### config.mk
export PLATFORM = sky130hd
export DESIGN_NAME = sample_to_ascii_framer_top
export DESIGN_NICKNAME = d
export VERILOG_FILES = /design/src/hw/rtl/s2a_pkg.sv /design/src/hw/rtl/sample_to_ascii_framer_top.sv /design/src/hw/rtl/s2a_front.sv /design/src/hw/rtl/s2a_queue.sv /design/src/hw/rtl/s2a_back.sv
export VERILOG_INCLUDE_DIRS = /design/src /design/src/hw/rtl
export SDC_FILE = /design/constraint.sdc
export NUM_CORES = 1
export LEC_CHECK = 0
export ABC_AREA = 0
export BUFFER_PORTS_ARGS = -buffer_cell sky130_fd_sc_hd__buf_2
export CAP_MARGIN = 0
export CORE_UTILIZATION = 48
export DETAILED_ROUTE_END_ITERATION = 8
export GPL_TIMING_DRIVEN = 0
export HOLD_SLACK_MARGIN = 0.03
export PLACE_DENSITY = 0.69
export RECOVER_POWER = 100
export SYNTH_ARGS = -nofsm -noshare
export SYNTH_HDL_FRONTEND = slang
export SYNTH_HIERARCHICAL = 1
export SYNTH_SLANG_ARGS = --single-unit
### constraint.sdc
create_clock -name clk -period 11.6 [get_ports clk]
set_input_delay 3.48 -clock clk [delete_from_list [all_inputs] [get_ports clk]]
set_output_delay 3.48 -clock clk [all_outputs]
set_load 0.02 [all_outputs]
### src/hw/rtl/assert_macros.svh
// ----------------------------------------------------------------------------
// Assertion macros for the sample framer RTL
// Clocked on clk, disabled while rst_n is low.
// ----------------------------------------------------------------------------
`ifndef ASSERT_MACROS_SVH
`define ASSERT_MACROS_SVH

// Same-cycle implication
`define S2A_ASSERT_IMPL(label, ante, cons, msg) \
    label: assert property (@(posedge clk) disable iff (!rst_n) (ante) |-> (cons)) \
        else $error(msg);

// Next-cycle implication
`define S2A_ASSERT_NEXT(label, ante, cons, msg) \
    label: assert property (@(posedge clk) disable iff (!rst_n) (ante) |=> (cons)) \
        else $error(msg);

`endif

### src/hw/rtl/s2a_pkg.sv
// ----------------------------------------------------------------------------
// s2a_pkg
// Shared types, constants and digit arithmetic for the sample framer.
// ----------------------------------------------------------------------------
package s2a_pkg;

    localparam int SAMPLE_W   = 16;
    localparam int DIGITS     = 4;
    localparam int NUM_STAGES = 2 * DIGITS;

    // Frame layout
    localparam int FRAME_LEN  = 7;
    localparam int BYTE_IDX_W = $clog2(FRAME_LEN);

    localparam logic [BYTE_IDX_W-1:0] POS_SYNC  = BYTE_IDX_W'(0);
    localparam logic [BYTE_IDX_W-1:0] POS_PAD   = BYTE_IDX_W'(1);
    localparam logic [BYTE_IDX_W-1:0] POS_D1000 = BYTE_IDX_W'(2);
    localparam logic [BYTE_IDX_W-1:0] POS_D100  = BYTE_IDX_W'(3);
    localparam logic [BYTE_IDX_W-1:0] POS_D10   = BYTE_IDX_W'(4);
    localparam logic [BYTE_IDX_W-1:0] POS_D1    = BYTE_IDX_W'(5);
    localparam logic [BYTE_IDX_W-1:0] POS_SPACE = BYTE_IDX_W'(6);

    localparam logic [7:0] SYNC_BYTE  = 8'hEE;
    localparam logic [7:0] PAD_BYTE   = 8'h00;
    localparam logic [7:0] SPACE_BYTE = 8'h20;
    localparam logic [7:0] DIGIT_BASE = 8'h30;

    // Divider codes, one per decimal weight
    localparam logic [1:0] DIV_10000 = 2'd0;
    localparam logic [1:0] DIV_1000  = 2'd1;
    localparam logic [1:0] DIV_100   = 2'd2;
    localparam logic [1:0] DIV_10    = 2'd3;

    // Queue between front and back
    localparam int QUEUE_DEPTH = 2;
    localparam int QPTR_W      = $clog2(QUEUE_DEPTH);
    localparam int QCNT_W      = $clog2(QUEUE_DEPTH + 1);

    typedef struct packed {
        logic [DIGITS-1:0][3:0] digits;   // [3] is the thousands digit
        logic                   last;
    } s2a_entry_t;

    typedef struct packed {
        logic [SAMPLE_W-1:0]    rem;
        logic [3:0]             quot;
        logic [DIGITS-1:0][3:0] digits;
        logic                   last;
    } s2a_stage_t;

    // Quotient by reciprocal multiply; each range is bounded by the previous step
    function automatic logic [3:0] quot_digit(input logic [1:0] div_sel,
                                              input logic [SAMPLE_W-1:0] rem);
        logic [32:0] prod;
        logic [3:0]  q;
        prod = 33'd0;
        q    = 4'd0;
        unique case (div_sel)
            DIV_10000:
            begin
                prod = {17'd0, rem} * 33'd107375;
                q    = {1'b0, prod[32:30]};
            end
            DIV_1000:
            begin
                prod = {17'd0, rem} * 33'd16778;
                q    = prod[27:24];
            end
            DIV_100:
            begin
                prod = {17'd0, rem} * 33'd1311;
                q    = prod[20:17];
            end
            DIV_10:
            begin
                prod = {17'd0, rem} * 33'd205;
                q    = prod[14:11];
            end
            default:
            begin
                q = 4'd0;
            end
        endcase
        return q;
    endfunction

    function automatic logic [SAMPLE_W-1:0] rem_step(input logic [1:0] div_sel,
                                                     input logic [SAMPLE_W-1:0] rem,
                                                     input logic [3:0] q);
        logic [SAMPLE_W-1:0] prod;
        prod = '0;
        unique case (div_sel)
            DIV_10000: prod = {12'd0, q} * 16'd10000;
            DIV_1000:  prod = {12'd0, q} * 16'd1000;
            DIV_100:   prod = {12'd0, q} * 16'd100;
            DIV_10:    prod = {12'd0, q} * 16'd10;
            default:   prod = '0;
        endcase
        return rem - prod;
    endfunction

endpackage

### src/hw/rtl/sample_to_ascii_framer_top.sv
// ----------------------------------------------------------------------------
// sample_to_ascii_framer_top
// Formats each 16-bit sample as a 7-byte ASCII frame for a byte-wide link.
// ----------------------------------------------------------------------------
// Input channel: in_valid/in_ready carry sample and last_sample, one beat per
// sample. Output channel: out_valid/out_ready carry out_byte with frame_end and
// block_end, seven beats per sample: 0xEE, 0x00, four ASCII digits of the
// sample modulo 10000 (thousands first), then a space. frame_end marks the
// space byte; block_end marks it too when the sample came with last_sample.
// The first byte of a frame passes through the 8 digit stages, one queue
// slot and the output register after its sample is accepted into an idle
// block. The byte serialiser emits one output byte per cycle while out_ready
// is high and an entry is queued, setting the sample rate; the 8-stage digit
// pipeline accepts a sample every cycle until it and the 2-entry queue fill.
// Reset empties the pipeline, the queue and the output register; no frame is
// in flight afterwards and nothing needs initialising.
// While out_ready is low the current byte holds; the digit pipeline and queue
// keep taking samples until they are full, then in_ready drops.
// ----------------------------------------------------------------------------
module sample_to_ascii_framer_top (
    input  logic        clk,
    input  logic        rst_n,
    input  logic        in_valid,
    output logic        in_ready,
    input  logic [15:0] sample,
    input  logic        last_sample,
    output logic        out_valid,
    input  logic        out_ready,
    output logic [7:0]  out_byte,
    output logic        frame_end,
    output logic        block_end
);

    logic                fq_valid, fq_ready;
    s2a_pkg::s2a_entry_t fq_data;
    logic                qb_valid, qb_ready;
    s2a_pkg::s2a_entry_t qb_data;

    s2a_front u_front (
        .clk         (clk),
        .rst_n       (rst_n),
        .in_valid    (in_valid),
        .in_ready    (in_ready),
        .sample      (sample),
        .last_sample (last_sample),
        .q_valid     (fq_valid),
        .q_ready     (fq_ready),
        .q_data      (fq_data)
    );

    s2a_queue u_queue (
        .clk      (clk),
        .rst_n    (rst_n),
        .wr_valid (fq_valid),
        .wr_ready (fq_ready),
        .wr_data  (fq_data),
        .rd_valid (qb_valid),
        .rd_ready (qb_ready),
        .rd_data  (qb_data)
    );

    s2a_back u_back (
        .clk       (clk),
        .rst_n     (rst_n),
        .q_valid   (qb_valid),
        .q_ready   (qb_ready),
        .q_data    (qb_data),
        .out_valid (out_valid),
        .out_ready (out_ready),
        .out_byte  (out_byte),
        .frame_end (frame_end),
        .block_end (block_end)
    );

endmodule

### src/hw/rtl/s2a_front.sv
// ----------------------------------------------------------------------------
// s2a_front
// Accepts samples and splits them into four decimal digits in a pipeline:
// quotient and remainder stages alternate for each decimal weight.
// ----------------------------------------------------------------------------
`include "assert_macros.svh"

module s2a_front (
    input  logic                               clk,
    input  logic                               rst_n,
    input  logic                               in_valid,
    output logic                               in_ready,
    input  logic [s2a_pkg::SAMPLE_W-1:0]       sample,
    input  logic                               last_sample,
    output logic                               q_valid,
    input  logic                               q_ready,
    output s2a_pkg::s2a_entry_t                q_data
);

    s2a_pkg::s2a_stage_t src         [s2a_pkg::NUM_STAGES];
    logic                src_valid   [s2a_pkg::NUM_STAGES];
    logic                stage_ready [s2a_pkg::NUM_STAGES];
    s2a_pkg::s2a_stage_t st_reg      [s2a_pkg::NUM_STAGES];
    logic                valid_reg   [s2a_pkg::NUM_STAGES];

    for (genvar s = 0; s < s2a_pkg::NUM_STAGES; s++)
    begin : g_stage
        localparam logic [1:0] DIV_SEL   = 2'(s / 2);
        localparam int         DPOS      = (s / 2 == 0) ? 0 : s2a_pkg::DIGITS - s / 2;
        localparam bit         HAS_DIGIT = (s / 2 != 0);
        localparam bit         IS_LAST   = (s == s2a_pkg::NUM_STAGES - 1);

        s2a_pkg::s2a_stage_t nxt;
        logic                down_ready;
        logic                valid_next;

        if (s == 0)
        begin : g_src_in
            assign src[s]       = '{rem: sample, quot: 4'd0, digits: '0, last: last_sample};
            assign src_valid[s] = in_valid;
        end
        else
        begin : g_src_prev
            assign src[s]       = st_reg[s-1];
            assign src_valid[s] = valid_reg[s-1];
        end

        if (IS_LAST)
        begin : g_down_q
            assign down_ready = q_ready;
        end
        else
        begin : g_down_stage
            assign down_ready = stage_ready[s+1];
        end

        assign stage_ready[s] = !valid_reg[s] || down_ready;

        if (s % 2 == 0)
        begin : g_quot
            always_comb
            begin
                nxt      = src[s];
                nxt.quot = s2a_pkg::quot_digit(DIV_SEL, src[s].rem);
            end
        end
        else
        begin : g_rem
            always_comb
            begin
                nxt     = src[s];
                nxt.rem = s2a_pkg::rem_step(DIV_SEL, src[s].rem, src[s].quot);
                if (HAS_DIGIT)
                begin
                    nxt.digits[DPOS] = src[s].quot;
                end
                // the final remainder is the units digit
                if (IS_LAST)
                begin
                    nxt.digits[0] = nxt.rem[3:0];
                end
            end
        end

        assign valid_next = stage_ready[s] ? src_valid[s] : valid_reg[s];

        always_ff @(posedge clk or negedge rst_n)
        begin
            if (!rst_n)
            begin
                valid_reg[s] <= 1'b0;
            end
            else
            begin
                valid_reg[s] <= valid_next;
            end
        end

        always_ff @(posedge clk)
        begin
            if (stage_ready[s] && src_valid[s])
            begin
                st_reg[s] <= nxt;
            end
        end
    end

    assign in_ready       = stage_ready[0];
    assign q_valid        = valid_reg[s2a_pkg::NUM_STAGES-1];
    assign q_data.digits  = st_reg[s2a_pkg::NUM_STAGES-1].digits;
    assign q_data.last    = st_reg[s2a_pkg::NUM_STAGES-1].last;

    `S2A_ASSERT_IMPL(a_digits_decimal, q_valid,
        (q_data.digits[3] <= 4'd9) && (q_data.digits[2] <= 4'd9) &&
        (q_data.digits[1] <= 4'd9) && (q_data.digits[0] <= 4'd9),
        "front produced a non-decimal digit")
    `S2A_ASSERT_NEXT(a_hold_when_blocked, q_valid && !q_ready, q_valid,
        "front dropped a finished entry while the queue was full")

endmodule

### src/hw/rtl/s2a_queue.sv
// ----------------------------------------------------------------------------
// s2a_queue
// Short FIFO of digit entries between the front and the back.
// ----------------------------------------------------------------------------
`include "assert_macros.svh"

module s2a_queue (
    input  logic                clk,
    input  logic                rst_n,
    input  logic                wr_valid,
    output logic                wr_ready,
    input  s2a_pkg::s2a_entry_t wr_data,
    output logic                rd_valid,
    input  logic                rd_ready,
    output s2a_pkg::s2a_entry_t rd_data
);

    s2a_pkg::s2a_entry_t              mem_reg [s2a_pkg::QUEUE_DEPTH];
    logic [s2a_pkg::QPTR_W-1:0]       wr_ptr_reg, wr_ptr_next;
    logic [s2a_pkg::QPTR_W-1:0]       rd_ptr_reg, rd_ptr_next;
    logic [s2a_pkg::QCNT_W-1:0]       count_reg, count_next;
    logic                             push, pop;

    localparam logic [s2a_pkg::QPTR_W-1:0] PTR_LAST = s2a_pkg::QPTR_W'(s2a_pkg::QUEUE_DEPTH - 1);
    localparam logic [s2a_pkg::QCNT_W-1:0] CNT_FULL = s2a_pkg::QCNT_W'(s2a_pkg::QUEUE_DEPTH);

    assign wr_ready = (count_reg != CNT_FULL);
    assign rd_valid = (count_reg != '0);
    assign rd_data  = mem_reg[rd_ptr_reg];
    assign push     = wr_valid && wr_ready;
    assign pop      = rd_valid && rd_ready;

    always_comb
    begin
        wr_ptr_next = wr_ptr_reg;
        rd_ptr_next = rd_ptr_reg;
        count_next  = count_reg;
        if (push)
        begin
            wr_ptr_next = (wr_ptr_reg == PTR_LAST) ? '0 : wr_ptr_reg + 1'b1;
        end
        if (pop)
        begin
            rd_ptr_next = (rd_ptr_reg == PTR_LAST) ? '0 : rd_ptr_reg + 1'b1;
        end
        if (push && !pop)
        begin
            count_next = count_reg + 1'b1;
        end
        else if (pop && !push)
        begin
            count_next = count_reg - 1'b1;
        end
    end

    always_ff @(posedge clk or negedge rst_n)
    begin
        if (!rst_n)
        begin
            wr_ptr_reg <= '0;
            rd_ptr_reg <= '0;
            count_reg  <= '0;
        end
        else
        begin
            wr_ptr_reg <= wr_ptr_next;
            rd_ptr_reg <= rd_ptr_next;
            count_reg  <= count_next;
        end
    end

    always_ff @(posedge clk)
    begin
        if (push)
        begin
            mem_reg[wr_ptr_reg] <= wr_data;
        end
    end

    `S2A_ASSERT_IMPL(a_count_bounded, 1'b1, count_reg <= CNT_FULL,
        "queue fill count above depth")

endmodule

### src/hw/rtl/s2a_back.sv
// ----------------------------------------------------------------------------
// s2a_back
// Serialises one queue entry into the seven frame bytes through a registered
// output stage; the entry is released with its last byte.
// ----------------------------------------------------------------------------
`include "assert_macros.svh"

module s2a_back (
    input  logic                clk,
    input  logic                rst_n,
    input  logic                q_valid,
    output logic                q_ready,
    input  s2a_pkg::s2a_entry_t q_data,
    output logic                out_valid,
    input  logic                out_ready,
    output logic [7:0]          out_byte,
    output logic                frame_end,
    output logic                block_end
);

    logic [s2a_pkg::BYTE_IDX_W-1:0] idx_reg, idx_next;
    logic                           out_valid_reg, out_valid_next;
    logic [7:0]                     out_byte_reg, byte_next;
    logic                           frame_end_reg, block_end_reg;
    logic                           load, at_end;

    assign load    = q_valid && (!out_valid_reg || out_ready);
    assign at_end  = (idx_reg == s2a_pkg::POS_SPACE);
    assign q_ready = load && at_end;

    always_comb
    begin
        unique case (idx_reg)
            s2a_pkg::POS_SYNC:  byte_next = s2a_pkg::SYNC_BYTE;
            s2a_pkg::POS_PAD:   byte_next = s2a_pkg::PAD_BYTE;
            s2a_pkg::POS_D1000: byte_next = s2a_pkg::DIGIT_BASE | {4'd0, q_data.digits[3]};
            s2a_pkg::POS_D100:  byte_next = s2a_pkg::DIGIT_BASE | {4'd0, q_data.digits[2]};
            s2a_pkg::POS_D10:   byte_next = s2a_pkg::DIGIT_BASE | {4'd0, q_data.digits[1]};
            s2a_pkg::POS_D1:    byte_next = s2a_pkg::DIGIT_BASE | {4'd0, q_data.digits[0]};
            s2a_pkg::POS_SPACE: byte_next = s2a_pkg::SPACE_BYTE;
            default:            byte_next = s2a_pkg::PAD_BYTE;
        endcase
    end

    always_comb
    begin
        idx_next       = idx_reg;
        out_valid_next = out_valid_reg;
        if (load)
        begin
            idx_next       = at_end ? s2a_pkg::POS_SYNC : idx_reg + 1'b1;
            out_valid_next = 1'b1;
        end
        else if (out_ready)
        begin
            out_valid_next = 1'b0;
        end
    end

    always_ff @(posedge clk or negedge rst_n)
    begin
        if (!rst_n)
        begin
            idx_reg       <= s2a_pkg::POS_SYNC;
            out_valid_reg <= 1'b0;
        end
        else
        begin
            idx_reg       <= idx_next;
            out_valid_reg <= out_valid_next;
        end
    end

    always_ff @(posedge clk)
    begin
        if (load)
        begin
            out_byte_reg  <= byte_next;
            frame_end_reg <= at_end;
            block_end_reg <= at_end && q_data.last;
        end
    end

    assign out_valid = out_valid_reg;
    assign out_byte  = out_byte_reg;
    assign frame_end = frame_end_reg;
    assign block_end = block_end_reg;

    `S2A_ASSERT_IMPL(a_frame_end_on_space, out_valid_reg && frame_end_reg,
        out_byte_reg == s2a_pkg::SPACE_BYTE, "frame end flagged on a non-space byte")
    `S2A_ASSERT_IMPL(a_block_end_in_frame_end, out_valid_reg && block_end_reg,
        frame_end_reg, "block end flagged away from frame end")
    `S2A_ASSERT_NEXT(a_sync_after_release, q_ready, idx_reg == s2a_pkg::POS_SYNC,
        "byte counter not back at sync after entry release")

endmodule
# Word-level counts from Yosys, hierarchy flattened
# Memory sizes are Yosys's and may differ from the RTL's.
# Index checks and enable logic that the tools add are counted.
# word_totals
register_bits	26
ram_bits	330
inputBits	21
out_inout_bits	12
word_cells	106
n_memories	2
# memory_table
memory	depth	word_bits	read_ports	rd_clocked_by_memory_dff	write_ports	line	rtl
u_front.st_reg	8	37	8	0	8	s2a_front.sv:23	s2a_pkg::s2a_stage_t st_reg [s2a_pkg::NUM_STAGES];
u_queue.mem_reg	2	17	1	0	1	s2a_queue.sv:18	s2a_pkg::s2a_entry_t mem_reg [s2a_pkg::QUEUE_DEPTH];
# classes
add_sub_neg	9
n_mul	8
n_eq_ne	6
mux	26
reduce_logical	39
# op_table
operator	count
$pmux 8 s6	1
$mul 16x17->33 const B	1
$mul 16x14->27 const B	1
$mux 1	22
$mul 16x11->21 const B	1
$mul 16x8->15 const B	1
$sub 16x11->16	1
$sub 16x14->16	1
$sub 16x16->16	1
$sub 16x8->16	1
$logic_and 1x1->1	15
$mul 4x10->12 const B	1
$logic_not 1->1	11
$mul 4x7->11 const B	1
$eq 3x3->1 const B	3
$logic_or 1x1->1	9
$mul 4x5->9 const B	1
$mul 4x3->7 const B	1
$eq 3x2->1 const B	2
$reduce_bool 2->1	3
$mux 2	2
$add 3x1->3 const B	1
$logic_not 3->1	1
$mux 3	1
other kinds (4)	5

# Longest topological paths before layout
# Gate-level depths: netlist of the first run.
# depth
ltp_word	12
ltp_mapped	20
depth_no_buf	20

# Cells and area by module
# Netlist of the first run, hierarchy kept.
# modules_own_cells
module	instances	cells_each	area_per_inst_um2	seq_area_each_um2
s2a_front	1	1673	19053.3	5034.8
s2a_queue	1	71	1473.9	1121.1
s2a_back	1	61	661.9	370.4

# Least setup slack after synthesis of the first run
# OpenSTA, ideal clock, no wires.
# synth_timing
path_type	input-to-reg
startpoint	in sample[14]
endpoint	mem u_front/st_reg[0][18] (netlist name) (data pin)
setup_time_ns	0.263
t_arrival_ns	7.784
slack_ns	3.553
path_stages	18
path_cell_list	inv_1 ha_1 inv_1 fa_1 fa_1 fa_1 fa_1 inv_1 fa_1 inv_1 ha_1 a21o_1 a21o_1 o21a_1 o21ai_1 a31oi_1 o21ai_0 a31oi_1
# synth_lines
element	line	rtl
start: declaration	sample_to_ascii_framer_top.sv:25	input logic [15:0] sample,
end: declaration	s2a_front.sv:23	

==> results of run 1 <==
[Yosys cell counts (20+ instances only)]
| cell type | count | share of area (%) |
|---|---|---|
| inv_1 | 447 | 7.9 |
| ha_1 | 409 | 24 |
| fa_1 | 227 | 21 |
| edfxtp_1 | 204 | 29 |
| a21oi_1 | 53 | 1.3 |
| xnor2_1 | 50 | 2.1 |
| nor2_1 | 46 | 0.81 |
| nand2_1 | 44 | 0.78 |
| o21ai_0 | 25 | 0.59 |
| xor2_1 | 22 | 0.91 |
| nand3_1 | 20 | 0.47 |
[cell type report]
cell class	count	area, sq um
sequential	220	6530
timing repair buffer	34	131
clock buffer	35	693
inverter	447	1680
fill	3727	20500
clock inverter	10	72.6
tap	585	732
buffer	9	42.5
multi-input combinational	1129	12900
[kinds of logic (layout without fill, tap and decap cells)]
logic type | count (synthesis) | count (layout) | share of synthesized area [%]
fa+ha+maj | 636 | 636 | 45.6
buf+inv | 456 | 535 | 8.25
flops | 220 | 220 | 30.8
simple gates | 212 | 212 | 5.23
compound gates | 187 | 187 | 5.85
xor+xnor | 72 | 72 | 2.98
mux | 22 | 22 | 1.30
[cells in the final DEF, fill, tap and decap left out, types with 5 or more instances in the layout]
cell type,synthesis,layout
xnor2_1,50,50
mux2_2,8,8
o211ai_1,9,9
ha_1,409,409
nand4_1,10,10
nand3_1,20,20
xor2_1,22,22
a31oi_1,12,12
or4_1,6,6
or2_2,5,5
nand2_1,44,44
or3_1,6,6
o21a_1,10,10
o21ai_0,25,30
nand2b_1,15,15
inv_1,447,447
dfrtp_1,16,16
mux2i_1,5,5
clkbuf_1,2,44
a21oi_1,53,53
edfxtp_1,204,204
and3_1,5,5
o2111ai_1,5,5
fa_1,227,227
a21o_1,10,10
nor3_1,16,16
a21boi_0,1,6
nor2b_1,10,10
o21ai_1,15,10
and2_0,0,7
nor2_1,46,47
clkbuf_16,0,25
mux2_4,9,6
[routing by layer]
metal	routed length, um	vias up	GRT usage, %
li1	-	6128	-
met1	15900	6159	22.2
met2	19700	145	34.0
met3	883	49	1.70
met4	716	0	3.90
met5	0	-	0
[critical path, stage by stage]
cell,delay [ns]
clkbuf_1,0.44
inv_1,0.10
ha_1,0.36
inv_1,0.18
fa_1,0.47
fa_1,0.52
inv_1,0.07
fa_1,0.52
fa_1,0.47
fa_1,0.52
inv_1,0.04
ha_1,0.33
a21oi_1,0.23
a31oi_1,0.13
o21a_1,0.18
o21ai_0,0.14
a31oi_1,0.13
o21ai_0,0.23
a31oi_1,0.12
[worst paths after layout]
kind                                       start                     to  slack [ns]  depth (start not counted)
setup / recovery                       sample[8]  u_front/st_reg[0][18]        3.20                         19
hold / removal             u_front/st_reg[0][37]  u_front/st_reg[0][74]        0.41                          0
setup reg to reg           u_front/st_reg[0][65]  u_front/st_reg[0][91]        6.43                         16
hold reg to reg            u_front/st_reg[0][37]  u_front/st_reg[0][74]        0.41                          0
max in group asynchronous                  rst_n   u_front/src_valid[6]        7.97                          1
min in group asynchronous                  rst_n      u_back/idx_reg[2]        3.06                          1
[per-stage QoR]
step / utilization [%] / hold WS (ns) / setup slack [ns]
3_3_place_gp: 51.0 / 0.401 / 2.88
4_1_cts: 52.9 / 0.407 / 3.37
2_1_floorplan: - / 0.400 / 3.55
3_5_place_dp: 51.1 / 0.405 / 2.82
5_1_grt: 52.6 / 0.416 / 2.93
6_report: 52.6 / 0.413 / 3.20
==> results.cfg, run 1 <==
[clock_network]
cts_tree = done
cts.repair.resized = 0
cts_hold_buf = 0
h-tree-depth = 1
cts_setup_buffers = 0
cts_made_buffers = 25
path_clk_slew_ns = 0.06
clockBufferDepth = 3
clock-root-buffer = clkbuf_16
clkSinkCount = 220
clk_latency_ns = 0.54

[timing]
setup_tns_ns = 0
tightest_slew_ns = 1.53
fmax_mhz = 119
setup_viol = 0
relSlewSlack_pct = -2.37
hold_viol_final = 0
slew_viol_final = 21
fin_crit_ns = 8.40
rsz0062_at_grt = false
finClkSkew_ns = 0.0132
fin_crit_sh_pct = 72.4

[synth]
syn_inst = 1805
yosysWarnings = 6
syn_area_sq_mm = 0.0212
syn-num-nets = 2462
seq_area_frac_synth_pct = 30.8
async_flop_share_pct = 7.27
syn_area_per_cell_sq_um = 11.7
ys_seq_elements = 220
yosysUniqueCellTypes = 77
synth-edff-count = 204
ys.flop_type = edfxtp_1

[worst_setup_path]
cp-end-kind = flop
required_ns = 11.88
start_kind = primary input
cp_max_fo = 7
crit_type = primary input to flop
cp.arrival_ns = 8.68

[placed_design]
hpwlAfterDp_mm = 31.4
gp_congestion = 0.862
io_buffers = 32
placed_area_sq_mm = 0.0221
place_inst = 2424

[global_route]
grt_pass1_vias = 13600
grt_overflow = 0
grt_start_max_net_pins = 22
antenna_found_initial = 0
grt_pass1_wl_mm = 65.0
gr-usage-all-layers_pct = 18.0

[layout]
largest_reg_flops = 161
fin_cells = 2469
nets = 2523
drive_gt1_share_pct = 3.77
area_delta_synth_final_pct = 7.42
antenna_cells = 0
stdcell_area_sq_mm = 0.0228

[detailed_routing]
drc = 0
viasPerCell = 5.06
drt_iter0_drc = 451
ant_nets = 0
firstDrtPassIters = 5
vias = 12500
routedWlPerCell_um = 15.0
drt-total-wl_mm = 37.1

[floorplanning]
rows = 76
top_level_ports = 33
die_x_um = 212
dieArea_sq_mm = 0.0450
core_sq_mm = 0.0433
initial_core_util_pct = 49.0
die_h_um = 212

[hold_path]
holdCritPathClass = flop to flop

[run]
max_cap_viol_count = 1

[status]
status = finished with violations
violations = max-capacitance violations, max-slew violations
Power of run 1 is not shown: default switching activity piles up to over one toggle a cycle in this logic, so the estimate is an artifact.
==> run 2: changes to the inputs <==
Settings changed: PLACE_DENSITY 0.69 to 0.72.
Clock period 11.6 ns to 7.21 ns, I/O delays scaled along.
==> results.cfg, run 2 (synthesized netlist as in run 1, its figures left out) <==
[status]
status = finished with violations
violations = max-capacitance violations, max-slew violations

[detailed_routing]
routedWlPerCell_um = 15.2
drt-total-wl_mm = 37.4
viasPerCell = 5.08
drc = 0
vias = 12500
ant_nets = 0
drt_iter0_drc = 522
firstDrtPassIters = 5

[worst_setup_path]
cp.arrival_ns = 7.20
critPathBufInv = 5
critical-path-max-stage-delay_ns = 0.58
path_delay_family = adder cells
required_ns = 7.48
r2r_end = u_front/st_reg[0][91]
cp_max_fo = 6
cp-end-kind = flop
start_kind = primary input
crit_type = primary input to flop
cp_slowest_cell = fa_1
cpMostUsedCell = fa_1
rr_startpoint = u_front/st_reg[0][65]
reg2reg_slack_ns = 1.99
crit_chain = buf_2, ha_1, inv_1, fa_1, fa_1, inv_1, fa_1, inv_1, fa_1, fa_1, inv_1, ha_1, a21oi_1, a31oi_1, o21a_1, o21ai_0, a31oi_1, o21ai_0, a31oi_1
rr_worst_depth = 16

[clock_network]
cts_setup_buffers = 0
clock-root-buffer = clkbuf_16
cts.repair.resized = 0
clockBufferDepth = 3
cts_tree = done
path_clk_slew_ns = 0.06
h-tree-depth = 1
clk_latency_ns = 0.53
clkSinkCount = 220
cts_made_buffers = 25
cts_hold_buf = 0

[layout]
antenna_cells = 0
final_util_pct = 52.6
multiInputGateArea_sq_mm = 0.0129
final_common_cell = inv_1
ff_latch_area_sq_mm = 0.00653
layout_common_cells = inv_1 (447), ha_1 (409), fa_1 (227)
drive_gt1_share_pct = 4.04
largest_reg_flops = 161
fillerInstances = 3691
area_delta_synth_final_pct = 7.39
nets = 2522

[timing]
tightest_slew_ns = 2.64
holdWs_ns = 0.410
rsz0062_at_grt = false
setup_tns_ns = 0
relSlewSlack_pct = -77.1
finClkSkew_ns = 0.00990
fin_crit_sh_pct = 96.1
slew_viol_final = 65
fmax_mhz = 144
setup_viol = 0
hold_viol_final = 0
fin_crit_ns = 6.93

[run]
max_cap_viol_count = 3

[global_route]
antenna_found_initial = 0
grt_pass1_vias = 13500
gr-usage-all-layers_pct = 17.8
grt_overflow = 0
grt_start_max_net_pins = 25
grt_pass1_wl_mm = 64.3

[placed_design]
io_buffers = 32
hpwlAfterDp_mm = 30.6
gp_congestion = 0.876

[floorplanning]
die_h_um = 212
dieArea_sq_mm = 0.0450
die_x_um = 212
top_level_ports = 33
rows = 76
initial_core_util_pct = 49.0
core_sq_mm = 0.0433

[hold_path]
holdCritPathClass = flop to flop
hold_depth = 0
hold_start = u_front/st_reg[1][84]
worst_hold_path.endpoint = u_front/st_reg[1][121]
[run 2: worst max path at each step]
| stage | to | depth (start not counted) | start |
|---|---|---|---|
| floorplan | u_front/st_reg[0][18] | 18 | sample[14] |
| global placement | u_front/st_reg[0][18] | 19 | sample[14] |
| detailed placement | u_front/st_reg[0][18] | 19 | sample[14] |
| CTS | u_front/st_reg[0][18] | 19 | sample[14] |
| global route | u_front/st_reg[0][18] | 19 | sample[14] |
| finish | u_front/st_reg[0][18] | 19 | sample[12] |
[run 2: per-layer routing]
| metal | wire (um) | track usage (%) |
|---|---|---|
| met5 | 0 | 0 |
| met4 | 893 | 4.92 |
| met1 | 15600 | 21.4 |
| met2 | 19800 | 33.7 |
| met3 | 1100 | 1.74 |
[run 2: area by class of cell]
cell class	count	share of cell area, %
multi-input cells	1129	56.5
inverters	447	7.37
well taps	585	3.22
plain buffers	9	0.187
flip-flops and latches	220	28.7
repair buffers	33	0.588
clock buffers	27	2.78
clock inverters	18	0.627
[run 2: through the flow]
stage	setup WS (ns)	instance area, sq um	cells
2_1_floorplan	0.480	21200	1805
3_3_place_gp	-0.175	22100	2422
3_5_place_dp	-0.184	22100	2423
4_1_cts	0.357	22900	2468
5_1_grt	0.0649	22800	2468
6_report	0.282	22800	2468
Power of run 2 is left out for the same reason.
